--- config.mk ---
export PLATFORM = sky130hd
export DESIGN_NAME = circular_deque
export DESIGN_NICKNAME = d
export VERILOG_FILES = /design/src/sv/cdq_pkg.sv /design/src/sv/cdq_ram.sv /design/src/sv/cdq_ctrl.sv /design/src/sv/circular_deque.sv
export SDC_FILE = /design/constraint.sdc
export NUM_CORES = 1
export LEC_CHECK = 0
export ABC_AREA = 1
export CAP_MARGIN = 0
export CORE_ASPECT_RATIO = 1.2
export CORE_MARGIN = 4
export CORE_UTILIZATION = 46
export CTS_CLUSTER_SIZE = 12
export DETAILED_ROUTE_END_ITERATION = 8
export DONT_BUFFER_PORTS = 1
export PLACE_DENSITY = 0.67
export SYNTH_ARGS = -nofsm -noshare
export SYNTH_HDL_FRONTEND = slang
export SYNTH_SLANG_ARGS = --single-unit
--- constraint.sdc ---
create_clock -name clk_i -period 14.05 [get_ports clk_i]
set_clock_uncertainty 0.2 [all_clocks]
set_input_delay 2.1075 -clock clk_i [delete_from_list [all_inputs] [get_ports clk_i]]
set_output_delay 2.1075 -clock clk_i [all_outputs]
set_load 0.05 [all_outputs]
--- src/sv/cdq_pkg.sv ---
// ----------------------------------------------------------------------------
// cdq_pkg
// Shared types, constants and index helpers for the circular deque.
// ----------------------------------------------------------------------------
package cdq_pkg;

  localparam int DEPTH   = 16;
  localparam int IDX_W   = $clog2(DEPTH);
  localparam int DATA_W  = 32;
  localparam int OP_W    = 3;
  localparam int STAT_W  = 2;

  // output tdata: popped, front, rear; output tuser: empty, full, status
  localparam int OUT_DATA_W = 3 * DATA_W;
  localparam int OUT_USER_W = 2 + STAT_W;

  typedef logic [IDX_W-1:0]  idx_t;
  typedef logic [DATA_W-1:0] word_t;

  typedef enum logic [OP_W-1:0] {
    OP_PEEK       = 3'd0,
    OP_PUSH_FRONT = 3'd1,
    OP_PUSH_REAR  = 3'd2,
    OP_POP_FRONT  = 3'd3,
    OP_POP_REAR   = 3'd4
  } op_e;

  typedef enum logic [STAT_W-1:0] {
    STAT_OK        = 2'd0,
    STAT_OVERFLOW  = 2'd1,
    STAT_UNDERFLOW = 2'd2
  } status_e;

  typedef enum logic {
    ST_IDLE,
    ST_READ
  } state_e;

  typedef struct packed {
    logic  we;
    idx_t  waddr;
    word_t wdata;
    idx_t  raddr;
  } mem_req_t;

  typedef struct packed {
    status_e status;
    logic    full;
    logic    empty;
    word_t   rear;
    word_t   front;
    word_t   popped;
  } result_t;

  function automatic idx_t next_idx(idx_t i);
    return (i == idx_t'(DEPTH - 1)) ? '0 : idx_t'(i + 1'b1);
  endfunction

  function automatic idx_t prev_idx(idx_t i);
    return (i == '0) ? idx_t'(DEPTH - 1) : idx_t'(i - 1'b1);
  endfunction

endpackage

--- src/sv/cdq_ram.sv ---
// ----------------------------------------------------------------------------
// cdq_ram
// Generic single-write, single-read RAM with registered read data.
// ----------------------------------------------------------------------------
module cdq_ram #(
  parameter int WIDTH = 32,
  parameter int DEPTH = 16
) (
  input  logic                     clk_i,
  input  logic                     we_i,
  input  logic [$clog2(DEPTH)-1:0] waddr_i,
  input  logic [WIDTH-1:0]         wdata_i,
  input  logic [$clog2(DEPTH)-1:0] raddr_i,
  output logic [WIDTH-1:0]         rdata_o
);

  logic [WIDTH-1:0] mem_q [DEPTH];
  logic [WIDTH-1:0] rdata_q;

  always_ff @(posedge clk_i) begin
    if (we_i) begin
      mem_q[waddr_i] <= wdata_i;
    end
    rdata_q <= mem_q[raddr_i];
  end

  assign rdata_o = rdata_q;

endmodule

--- src/sv/cdq_ctrl.sv ---
// ----------------------------------------------------------------------------
// cdq_ctrl
// Deque control: indices, end-value caches, sequencer and result register.
// ----------------------------------------------------------------------------
module cdq_ctrl (
  input  logic                          clk_i,
  input  logic                          rst_ni,
  input  logic                          s_axis_tvalid_i,
  output logic                          s_axis_tready_o,
  input  logic signed [cdq_pkg::DATA_W-1:0] s_axis_tdata_i,
  input  logic [cdq_pkg::OP_W-1:0]      s_axis_tuser_i,
  output logic                          m_axis_tvalid_o,
  input  logic                          m_axis_tready_i,
  output cdq_pkg::result_t              result_o,
  output cdq_pkg::mem_req_t             mem_req_o,
  input  cdq_pkg::word_t                mem_rdata_i
);
  import cdq_pkg::*;

  state_e  state_q, state_d;
  idx_t    front_q, front_d, rear_q, rear_d;
  logic    empty_q, empty_d;
  word_t   fval_q, fval_d, rval_q, rval_d;
  logic    rd_front_q, rd_front_d;
  logic    out_valid_q, out_valid_d;
  result_t res_q, res_d;

  always_ff @(posedge clk_i or negedge rst_ni) begin
    if (!rst_ni) begin
      state_q     <= ST_IDLE;
      front_q     <= '0;
      rear_q      <= '0;
      empty_q     <= 1'b1;
      out_valid_q <= 1'b0;
    end else begin
      state_q     <= state_d;
      front_q     <= front_d;
      rear_q      <= rear_d;
      empty_q     <= empty_d;
      out_valid_q <= out_valid_d;
    end
  end

  always_ff @(posedge clk_i) begin
    fval_q     <= fval_d;
    rval_q     <= rval_d;
    rd_front_q <= rd_front_d;
    res_q      <= res_d;
  end

  always_comb begin
    op_e     op;
    logic    accept;
    logic    full_now;
    logic    need_rd;
    idx_t    nf, nr;
    logic    ne;
    word_t   fv, rv, popped;
    status_e stat;

    op       = op_e'(s_axis_tuser_i);
    full_now = !empty_q && (front_q == next_idx(rear_q));
    s_axis_tready_o = (state_q == ST_IDLE) && (!out_valid_q || m_axis_tready_i);
    accept   = s_axis_tvalid_i && s_axis_tready_o;

    state_d     = state_q;
    front_d     = front_q;
    rear_d      = rear_q;
    empty_d     = empty_q;
    fval_d      = fval_q;
    rval_d      = rval_q;
    rd_front_d  = rd_front_q;
    res_d       = res_q;
    out_valid_d = out_valid_q && !m_axis_tready_i;

    mem_req_o.we    = 1'b0;
    mem_req_o.waddr = '0;
    mem_req_o.wdata = word_t'(s_axis_tdata_i);
    mem_req_o.raddr = '0;

    nf      = front_q;
    nr      = rear_q;
    ne      = empty_q;
    fv      = fval_q;
    rv      = rval_q;
    popped  = '0;
    stat    = STAT_OK;
    need_rd = 1'b0;

    unique case (state_q)
      ST_IDLE: begin
        if (accept) begin
          unique case (op) inside
            OP_PEEK: begin
              if (empty_q) stat = STAT_UNDERFLOW;
            end
            OP_PUSH_FRONT, OP_PUSH_REAR: begin
              if (full_now) begin
                stat = STAT_OVERFLOW;
              end else if (empty_q) begin
                nf = '0;
                nr = '0;
                ne = 1'b0;
                fv = word_t'(s_axis_tdata_i);
                rv = word_t'(s_axis_tdata_i);
                mem_req_o.we    = 1'b1;
                mem_req_o.waddr = '0;
              end else if (op == OP_PUSH_FRONT) begin
                nf = prev_idx(front_q);
                fv = word_t'(s_axis_tdata_i);
                mem_req_o.we    = 1'b1;
                mem_req_o.waddr = nf;
              end else begin
                nr = next_idx(rear_q);
                rv = word_t'(s_axis_tdata_i);
                mem_req_o.we    = 1'b1;
                mem_req_o.waddr = nr;
              end
            end
            OP_POP_FRONT, OP_POP_REAR: begin
              if (empty_q) begin
                stat = STAT_UNDERFLOW;
              end else begin
                popped = (op == OP_POP_FRONT) ? fval_q : rval_q;
                if (front_q == rear_q) begin
                  nf = '0;
                  nr = '0;
                  ne = 1'b1;
                end else if (op == OP_POP_FRONT) begin
                  // new front value comes back from the RAM next cycle
                  nf = next_idx(front_q);
                  mem_req_o.raddr = nf;
                  need_rd    = 1'b1;
                  rd_front_d = 1'b1;
                end else begin
                  nr = prev_idx(rear_q);
                  mem_req_o.raddr = nr;
                  need_rd    = 1'b1;
                  rd_front_d = 1'b0;
                end
              end
            end
            default: ;
          endcase

          front_d = nf;
          rear_d  = nr;
          empty_d = ne;
          fval_d  = fv;
          rval_d  = rv;

          res_d.popped = popped;
          res_d.front  = ne ? '0 : fv;
          res_d.rear   = ne ? '0 : rv;
          res_d.empty  = ne;
          res_d.full   = !ne && (nf == next_idx(nr));
          res_d.status = stat;

          if (need_rd) begin
            state_d = ST_READ;
          end else begin
            out_valid_d = 1'b1;
          end
        end
      end
      ST_READ: begin
        if (rd_front_q) begin
          fval_d      = mem_rdata_i;
          res_d.front = mem_rdata_i;
        end else begin
          rval_d      = mem_rdata_i;
          res_d.rear  = mem_rdata_i;
        end
        out_valid_d = 1'b1;
        state_d     = ST_IDLE;
      end
      default: state_d = ST_IDLE;
    endcase
  end

  assign m_axis_tvalid_o = out_valid_q;
  assign result_o        = res_q;

endmodule

--- src/sv/circular_deque.sv ---
// ----------------------------------------------------------------------------
// circular_deque
// Double-ended queue over a circular RAM of DEPTH signed 32-bit words.
// ----------------------------------------------------------------------------
// Results are registered; a pop that leaves entries behind first passes through
//   the ST_READ state, since the new end value is read from the entry RAM.
// The input is not ready during that single RAM read, nor while a result stalls.
// Reset: asynchronous, active low; deque empty, indices zero. RAM contents
//   are not cleared; only entries written by pushes are ever read.
module circular_deque (
  input  logic                               clk_i,
  input  logic                               rst_ni,
  input  logic                               s_axis_tvalid_i,
  output logic                               s_axis_tready_o,
  // data_in
  input  logic signed [cdq_pkg::DATA_W-1:0]  s_axis_tdata_i,
  // operation
  input  logic [cdq_pkg::OP_W-1:0]           s_axis_tuser_i,
  output logic                               m_axis_tvalid_o,
  input  logic                               m_axis_tready_i,
  // popped_value [31:0], front_value [63:32], rear_value [95:64]
  output logic [cdq_pkg::OUT_DATA_W-1:0]     m_axis_tdata_o,
  // is_empty [0], is_full [1], status [3:2]
  output logic [cdq_pkg::OUT_USER_W-1:0]     m_axis_tuser_o
);
  import cdq_pkg::*;

  mem_req_t mem_req;
  word_t    mem_rdata;
  result_t  result;

  cdq_ram #(
    .WIDTH (DATA_W),
    .DEPTH (DEPTH)
  ) u_ram (
    .clk_i   (clk_i),
    .we_i    (mem_req.we),
    .waddr_i (mem_req.waddr),
    .wdata_i (mem_req.wdata),
    .raddr_i (mem_req.raddr),
    .rdata_o (mem_rdata)
  );

  cdq_ctrl u_ctrl (
    .clk_i           (clk_i),
    .rst_ni          (rst_ni),
    .s_axis_tvalid_i (s_axis_tvalid_i),
    .s_axis_tready_o (s_axis_tready_o),
    .s_axis_tdata_i  (s_axis_tdata_i),
    .s_axis_tuser_i  (s_axis_tuser_i),
    .m_axis_tvalid_o (m_axis_tvalid_o),
    .m_axis_tready_i (m_axis_tready_i),
    .result_o        (result),
    .mem_req_o       (mem_req),
    .mem_rdata_i     (mem_rdata)
  );

  assign m_axis_tdata_o = {result.rear, result.front, result.popped};
  assign m_axis_tuser_o = {result.status, result.full, result.empty};

endmodule

==> results of run 1 <==
[power groups by stage]
stage	sequential (W)	combinational (W)	clock, W
final	0.00281	0.000650	0.00176
after global routing	0.00282	0.000726	0.00188
after CTS	0.00281	0.000646	0.00179
after detailed placement	0.00285	0.000644	0
after global placement	0.00285	0.000631	0
after floorplan	0.00279	0.000498	0
[placed cells by master, fill, tap and decap left out, drive strengths merged, types with 2 or more instances in the layout]
cell and instances:
ha 5, o21bai 2, nor2 173, clkbuf 111
nand3 109, bufinv 2, o31ai 2, nand2 246
o211ai 135, or2 122, buf 33, nand4 8
o22ai 6, dfxtp 32, mux2i 64, dfrtp 10
o21ai 344, inv 58, o221ai 59, edfxtp 677
a21oi 42, clkinv 5
[stage by stage]
| step | cells | area (µm²) | utilization [%] | total power (W) | setup slack [ns] |
|---|---|---|---|---|---|
| finish | 3076 | 32300 | 50.9 | 0.00521 | 7.61 |
| global route | 3076 | 32300 | 50.9 | 0.00542 | 7.14 |
| CTS | 3076 | 32300 | 50.9 | 0.00524 | 7.67 |
| detailed placement | 2957 | 30200 | 47.6 | 0.00349 | 7.04 |
| global placement | 2957 | 30200 | 47.6 | 0.00348 | 7.25 |
| floorplan | 2246 | 29500 | - | 0.00329 | 6.75 |
[kinds of logic after synthesis]
logic type      share of synthesized area (%)
mux                                      2.17
xor+xnor                               0.0594
fa+ha+maj                               0.212
flops                                    72.0
buf+inv                                  3.32
simple gates                             10.2
compound gates                           12.1
[metal layers]
| metal | vias to the layer above | track usage [%] |
|---|---|---|
| met1 | 9206 | 29.4 |
| met3 | 120 | 3.97 |
| met5 | - | 0 |
| met2 | 818 | 34.7 |
| met4 | 0 | 6.85 |
| li1 | 8275 | - |
[worst paths after layout]
| kind | startpoint | to | depth (start not counted) | slack, ns |
|---|---|---|---|---|
| setup / recovery | m_axis_tready_i | u_ram.rdata_o[4] | 14 | 7.61 |
| hold / removal | u_ram.rdata_o[10] | u_ctrl.rval_q[10] | 2 | 0.38 |
| setup reg to reg | u_ctrl.m_axis_tvalid_o | u_ram.rdata_o[4] | 13 | 8.50 |
| hold reg to reg | u_ram.rdata_o[10] | u_ctrl.rval_q[10] | 2 | 0.38 |
| max in group asynchronous | rst_ni | u_ctrl.empty_q | 0 | 12.47 |
| min in group asynchronous | rst_ni | u_ctrl.rear_q[3] | 0 | 1.01 |
[layout make-up]
| cell class | instances | area, µm² | share of cell area (%) |
|---|---|---|---|
| Clock buffer | 111 | 1980 | 6.13 |
| Clock inverter | 8 | 109 | 0.337 |
| Inverter | 57 | 225 | 0.697 |
| Multi-Input combinational cell | 1323 | 7460 | 23.1 |
| Sequential cell | 720 | 21200 | 65.8 |
| Tap cell | 824 | 1030 | 3.19 |
| Timing Repair Buffer | 33 | 248 | 0.767 |
[registers in the layout (all words and copies together) (netlist names)]
name	flops
u_ram.mem_q	512
u_ctrl.state_q	1
u_ctrl.rd_front_q	1
u_ctrl.rval_q	32
u_ctrl.rear_q	4
u_ctrl.result_o	100
u_ctrl.m_axis_tvalid_o	1
u_ctrl.empty_q	1
u_ctrl.fval_q	32
u_ctrl.front_q	4
u_ram.rdata_o	32
[worst reg2reg max path: stages, from the launching register on]
cell and delay (ns):
dfrtp_1 0.56, nand2_1 0.15, nand2_1 0.10, nor2_4 0.08, buf_4 0.52, inv_2 0.33, nor2_8 0.26, nand2_8 0.49
inv_6 1.22, buf_4 0.97, o21ai_0 0.22, o221ai_1 0.19, nand3_1 0.11, nand2_1 0.10
==> flow_metrics.env, run 1 <==
export IMPL_synth_area_leaders="edfxtp_1 (69%), o21ai_0 (4.0%), o211ai_1 (3.4%)"
export IMPL_crit_type="input pin to flip-flop"
export IMPL_cp_start_kind="input pin"
export IMPL_path_max_fanout=174
export IMPL_crit_family="buffers and inverters"
export IMPL_synthDominantCellAreaShare_pct=68.9
export IMPL_wl_met3_um=6040
export IMPL_wire_per_inst_um=24.2
export IMPL_grt_max_degree=175
export IMPL_synth_edff_count=677
export IMPL_gp_congestion=0.868
export IMPL_ant_nets=0
export IMPL_relSlewSlack_pct=20.4
export IMPL_fillers=5272
export IMPL_io_buffers=0
export IMPL_cap_violations=0
export IMPL_cts_made_buffers=71
export IMPL_grt_overflow=0
export IMPL_route_detailed_drc=0
export IMPL_first_pass_iters=5
export IMPL_coreArea_um2=63400
export IMPL_route_met2_wl_um=35800
export IMPL_maxSlewViolCount=0
export IMPL_synth_area_um2=29500
export IMPL_switching_share_pct=28.3
export IMPL_leakage_nw=10.6
export IMPL_hpwl_um=41400
export IMPL_setup_viol=0
export IMPL_grt_setup_unrepaired="false"
export IMPL_drt_iter0_markers=1832
export IMPL_critical_path_slowest_cell="inv_6"
export IMPL_layout_nets=2250
export IMPL_ctsResizeCount=0
export IMPL_hold_viol_final=0
export IMPL_highest_layer="met4"
export IMPL_fin_hold_ws_ns=0.385
export IMPL_initial_core_util_pct=46.5
export IMPL_yosysUniqueCellTypes=45
export IMPL_routed_via_count=18419
export IMPL_pwr_share_seq_pct=53.8
export IMPL_wl_met1_um=30800
export IMPL_post_synth_top_area_cell="edfxtp_1"
export IMPL_async_flop_share_pct=1.53
export IMPL_worst_path_most_repeated_cell="nand2_1"
export IMPL_wl_um=74400
export IMPL_outcome="finished, final reports clean"
export IMPL_cts_max_path_buffers=3
export IMPL_track_usage_pct=21.4
export IMPL_power_frac_clock_pct=33.7
export IMPL_layout_min_cycle_time_ns=6.44
export IMPL_first_global_vias=17958
export IMPL_worstPathRequired_ns=14.38
export IMPL_crit_chain="inv_1, nand2_1, nand2_1, nor2_4, buf_4, inv_2, nor2_8, nand2_8, inv_6, buf_4, o21ai_0, o221ai_1, nand3_1, nand2_1"
export IMPL_endpoint_kind="flip-flop"
export IMPL_cts_reportedPaths_clkPinSlew_ns=0.06
export IMPL_antenna_found_initial=0
export IMPL_cts_num_sinks=720
export IMPL_ios=141
export IMPL_syn_avg_cell_area_um2=13.1
export IMPL_yosysMostFrequentCell="edfxtp_1"
export IMPL_setup_tns_ns=0
export IMPL_vdd_ir_drop_max_v=0.0000807
export IMPL_clkLatencyLatePin_ns=0.59
export IMPL_fp_row_count=101
export IMPL_htreeDepth=3
export IMPL_die_area_um2=68300
export IMPL_synth_nets=2290
export IMPL_grt_pass1_wl_um=112000
export IMPL_p_switching_w=0.00148
export IMPL_yosysWarnings=0
export IMPL_via_per_inst=5.99
export IMPL_ys_seq_area_share_pct=72.0
export IMPL_tightest_slew_ns=1.19
export IMPL_crit_buf_inv=5
export IMPL_antenna_cells=0
export IMPL_period_share_pct=45.8
export IMPL_synth_top_flop_cell="edfxtp_1"
export IMPL_max_stage_delay_ns=1.11
export IMPL_die_y_um=285
export IMPL_cts_root_buffer="clkbuf_16"
export IMPL_cts_hold_buf=0
export IMPL_synthToLayoutAreaGrowth_pct=9.45
export IMPL_die_w_um=239
export IMPL_fmax_ghz=0.155
export IMPL_p_per_area_nw_per_um2=161
export IMPL_synthCells=2246
export IMPL_synth_common_cells="edfxtp_1 (677), nand2_1 (243), o21ai_0 (235)"
export IMPL_p_int_w=0.00374
export IMPL_post_cts_buffers=0
export IMPL_drive_above_1_share_pct=7.19
export IMPL_min_path_type="flip-flop to flip-flop"
export IMPL_synth_seq_cells=720
export IMPL_tritoncts="built"
export IMPL_arrival_ns=6.77
export IMPL_power_frac_comb_pct=12.5
Note: power is estimated with default switching activity, not from simulation.
==> run 2: changes to the inputs <==
Settings changed: ABC_AREA 1 to 0.
Clock period 14.05 ns to 6.2 ns, I/O delays scaled along.
==> run 2 against run 1 <==
  * Routed wire length is 0.26% higher
  * Via count is 3.6% higher
  * Sequential share of layout area is 0.62 points lower
  * Design area increased by 0.95%
  * Combinational power increased to 3.3 times the previous value
  * Register-to-register slack worse by 7.1 ns
  * Area after synthesis shrank 0.11%
  * Clock power is 130% higher
==> flow_metrics.env, run 2 <==
export IMPL_post_cts_buffers=0
export IMPL_crit_type="flip-flop to flip-flop"
export IMPL_maxSlewViolCount=0
export IMPL_regMostFlops="u_ram.mem_q"
export IMPL_synth_edff_count=677
export IMPL_p_int_w=0.00894
export IMPL_p_per_area_nw_per_um2=395
export IMPL_power_frac_clock_pct=31.6
export IMPL_cts_hold_buf=1
export IMPL_ios=141
export IMPL_p_switching_w=0.00393
export IMPL_r2r_start="u_ctrl.rear_q[1]"
export IMPL_tightest_slew_ns=1.35
export IMPL_vdd_ir_drop_max_v=0.000208
export IMPL_hold_start="s_axis_tdata_i[21]"
export IMPL_crit_family="simple AND/OR/NAND/NOR gates"
export IMPL_timing_rr_end="u_ram.mem_q[9][7]"
export IMPL_first_pass_iters=7
export IMPL_coreArea_um2=63400
export IMPL_hpwl_um=43600
export IMPL_path_depth=9
export IMPL_synth_area_leaders="edfxtp_1 (69%), nand2_1 (8.2%), nand3_1 (4.3%)"
export IMPL_fp_row_count=101
export IMPL_endpoint_kind="flip-flop"
export IMPL_pwr_share_seq_pct=51.9
export IMPL_synth_seq_cells=720
export IMPL_cts_num_sinks=720
export IMPL_routed_via_count=19087
export IMPL_fillers=5261
export IMPL_cts_made_buffers=71
export IMPL_grt_setup_unrepaired="false"
export IMPL_hold_path_end="u_ram.mem_q[13][21]"
export IMPL_synth_area_um2=29500
export IMPL_clkLatencyLatePin_ns=0.61
export IMPL_ys_seq_area_share_pct=72.1
export IMPL_switching_share_pct=30.5
export IMPL_leakage_nw=11.4
export IMPL_stdcell_area_um2=32600
export IMPL_cts_max_path_buffers=3
export IMPL_layout_nets=2376
export IMPL_post_synth_top_area_cell="edfxtp_1"
export IMPL_die_y_um=285
export IMPL_critical_path_slowest_cell="nor2_4"
export IMPL_gp_congestion=0.861
export IMPL_antenna_cells=0
export IMPL_via_per_inst=5.94
export IMPL_synth_nets=2416
export IMPL_ant_nets=0
export IMPL_synth_common_cells="edfxtp_1 (677), nand2_1 (643), nand3_1 (252)"
export IMPL_power_frac_comb_pct=16.5
export IMPL_wire_per_inst_um=23.2
export IMPL_first_global_vias=18397
export IMPL_largest_reg_flops=512
export IMPL_cts_root_buffer="clkbuf_16"
export IMPL_period_share_pct=77.4
export IMPL_synthDominantCellAreaShare_pct=69.0
export IMPL_initial_core_util_pct=46.5
export IMPL_final_common_cell="edfxtp_1"
export IMPL_cts_reportedPaths_clkPinSlew_ns=0.06
export IMPL_cap_violations=0
export IMPL_grtUsageMet3_pct=3.74
export IMPL_gr_usage_met1_pct=29.7
export IMPL_synthCells=2372
export IMPL_grt_overflow=0
export IMPL_max_stage_delay_ns=0.77
export IMPL_setup_viol=0
export IMPL_wl_um=74600
export IMPL_worstPathRequired_ns=6.27
export IMPL_arrival_ns=4.87
export IMPL_track_usage_pct=21.4
export IMPL_async_flop_share_pct=1.53
export IMPL_place_area_um2=30400
export IMPL_relSlewSlack_pct=9.79
export IMPL_synth_top_flop_cell="edfxtp_1"
export IMPL_ff2ff_path_depth=9
export IMPL_io_buffers=0
export IMPL_drt_iter0_markers=1978
export IMPL_syn_avg_cell_area_um2=12.4
export IMPL_outcome="finished, final reports clean"
export IMPL_route_detailed_drc=0
export IMPL_hold_viol_final=0
export IMPL_regArea_um2=21200
export IMPL_grt_pass1_wl_um=113000
export IMPL_busiest_layer="met2"
export IMPL_min_path_type="input pin to flip-flop"
export IMPL_synthToLayoutAreaGrowth_pct=10.6
export IMPL_antenna_found_initial=1
export IMPL_mostFrequentLayoutCells="edfxtp_1 (677), nand2_1 (640), nand3_1 (252)"
export IMPL_tritoncts="built"
export IMPL_multi_input_area_um2=7710
export IMPL_grt_max_degree=126
export IMPL_regToRegSetupSlack_ns=1.40
export IMPL_use_met2_pct=34.5
export IMPL_yosysWarnings=0
export IMPL_drive_above_1_share_pct=7.08
export IMPL_yosysUniqueCellTypes=68
export IMPL_yosysMostFrequentCell="edfxtp_1"
export IMPL_layout_min_cycle_time_ns=4.80
export IMPL_die_w_um=239
export IMPL_htreeDepth=3
export IMPL_cp_start_kind="flip-flop"
export IMPL_die_area_um2=68200
export IMPL_setup_tns_ns=0
export IMPL_ctsResizeCount=0
export IMPL_crit_buf_inv=2
export IMPL_hold_depth=0
export IMPL_fmax_ghz=0.208
export IMPL_path_max_fanout=18
export IMPL_crit_chain="ha_1, inv_1, a311oi_4, xnor2_2, and2_1, nor3_1, nand3_1, nor2_4, buf_4"
[run 2: changes by cell type in the layout (fill, tap and decap cells not counted), sizes merged, moves of 57 or more]
cell / before / now
nand2: 246 / 643
nand3: 109 / 252
a21oi: 42 / 123
o211ai: 135 / 4
o21ai: 344 / 82
o221ai: 59 / 2
a311oi: 0 / 69
or2: 122 / 4
nor2: 173 / 69
[run 2: worst max-delay path by stage]
stage | from | end | slack (ns)
3_5_place_dp | s_axis_tuser_i[2] | u_ram.rdata_o[23] | 1.31
2_1_floorplan | m_axis_tready_i | u_ram.mem_q[0][0] | 0.36
3_3_place_gp | u_ctrl.rear_q[0] | u_ram.mem_q[6][15] | 1.48
5_1_grt | u_ctrl.rear_q[1] | u_ram.mem_q[9][7] | 1.25
6_report | u_ctrl.rear_q[1] | u_ram.mem_q[9][7] | 1.40
4_1_cts | u_ctrl.rear_q[1] | u_ram.mem_q[9][9] | 1.50
[run 2: area by class of cell]
class	instances	share of cell area, %
Timing Repair Buffer	46	1.22
Clock buffer	122	6.30
Tap cell	824	3.16
Clock inverter	6	0.303
Multi-Input combinational cell	1475	23.7
Sequential cell	720	65.2
Inverter	18	0.207
[run 2: cell families (layout without fill, tap and decap cells)]
family,Yosys count,count (layout),synth area share (%)
multiplexers,65,65,2.21
AND/OR/NAND/NOR,1033,1033,14.9
AO/OA/AOI/OAI,356,356,7.71
XOR/XNOR,16,16,0.501
adder cells (fa/ha/maj),5,5,0.212
flip-flops,720,720,72.1
buffers and inverters,177,192,2.40
[run 2: layer usage]
metal  vias to the layer above  part of all wire, %  wire length, µm
li1                       8612                    -                -
met1                      9450                   41            30900
met2                       901                   48            35700
met3                       124                  8.2             6130
met4                         0                  2.6             1910
met5                         -                    0                0
[run 2: worst reg2reg max path, delay by kind of cell (launching register included)]
family	cells	cell delay (ns)
flip-flops	1	0.58
AND/OR/NAND/NOR	4	2.05
buffers and inverters	2	0.58
AO/OA/AOI/OAI	1	0.48
adder cells (fa/ha/maj)	1	0.36
XOR/XNOR	1	0.20
[run 2: stage by stage]
step	util [%]	power [W]	hold WS (ns)	setup slack [ns]	instances
5_1_grt	51.4	0.0134	0.191	1.25	3211
6_report	51.4	0.0129	0.212	1.40	3211
2_1_floorplan	-	0.00817	0.321	0.364	2372
3_3_place_gp	48.0	0.00883	0.372	1.48	3082
4_1_cts	51.4	0.0129	0.185	1.50	3211
3_5_place_dp	48.0	0.00888	0.366	1.31	3082
[run 2: power by group through the flow]
stage	registers [W]	logic, W	clock network, W
after floorplan	0.00655	0.00161	0
after global placement	0.00676	0.00207	0
after detailed placement	0.00677	0.00211	0
after CTS	0.00667	0.00212	0.00412
after global routing	0.00671	0.00234	0.00434
final	0.00668	0.00213	0.00406
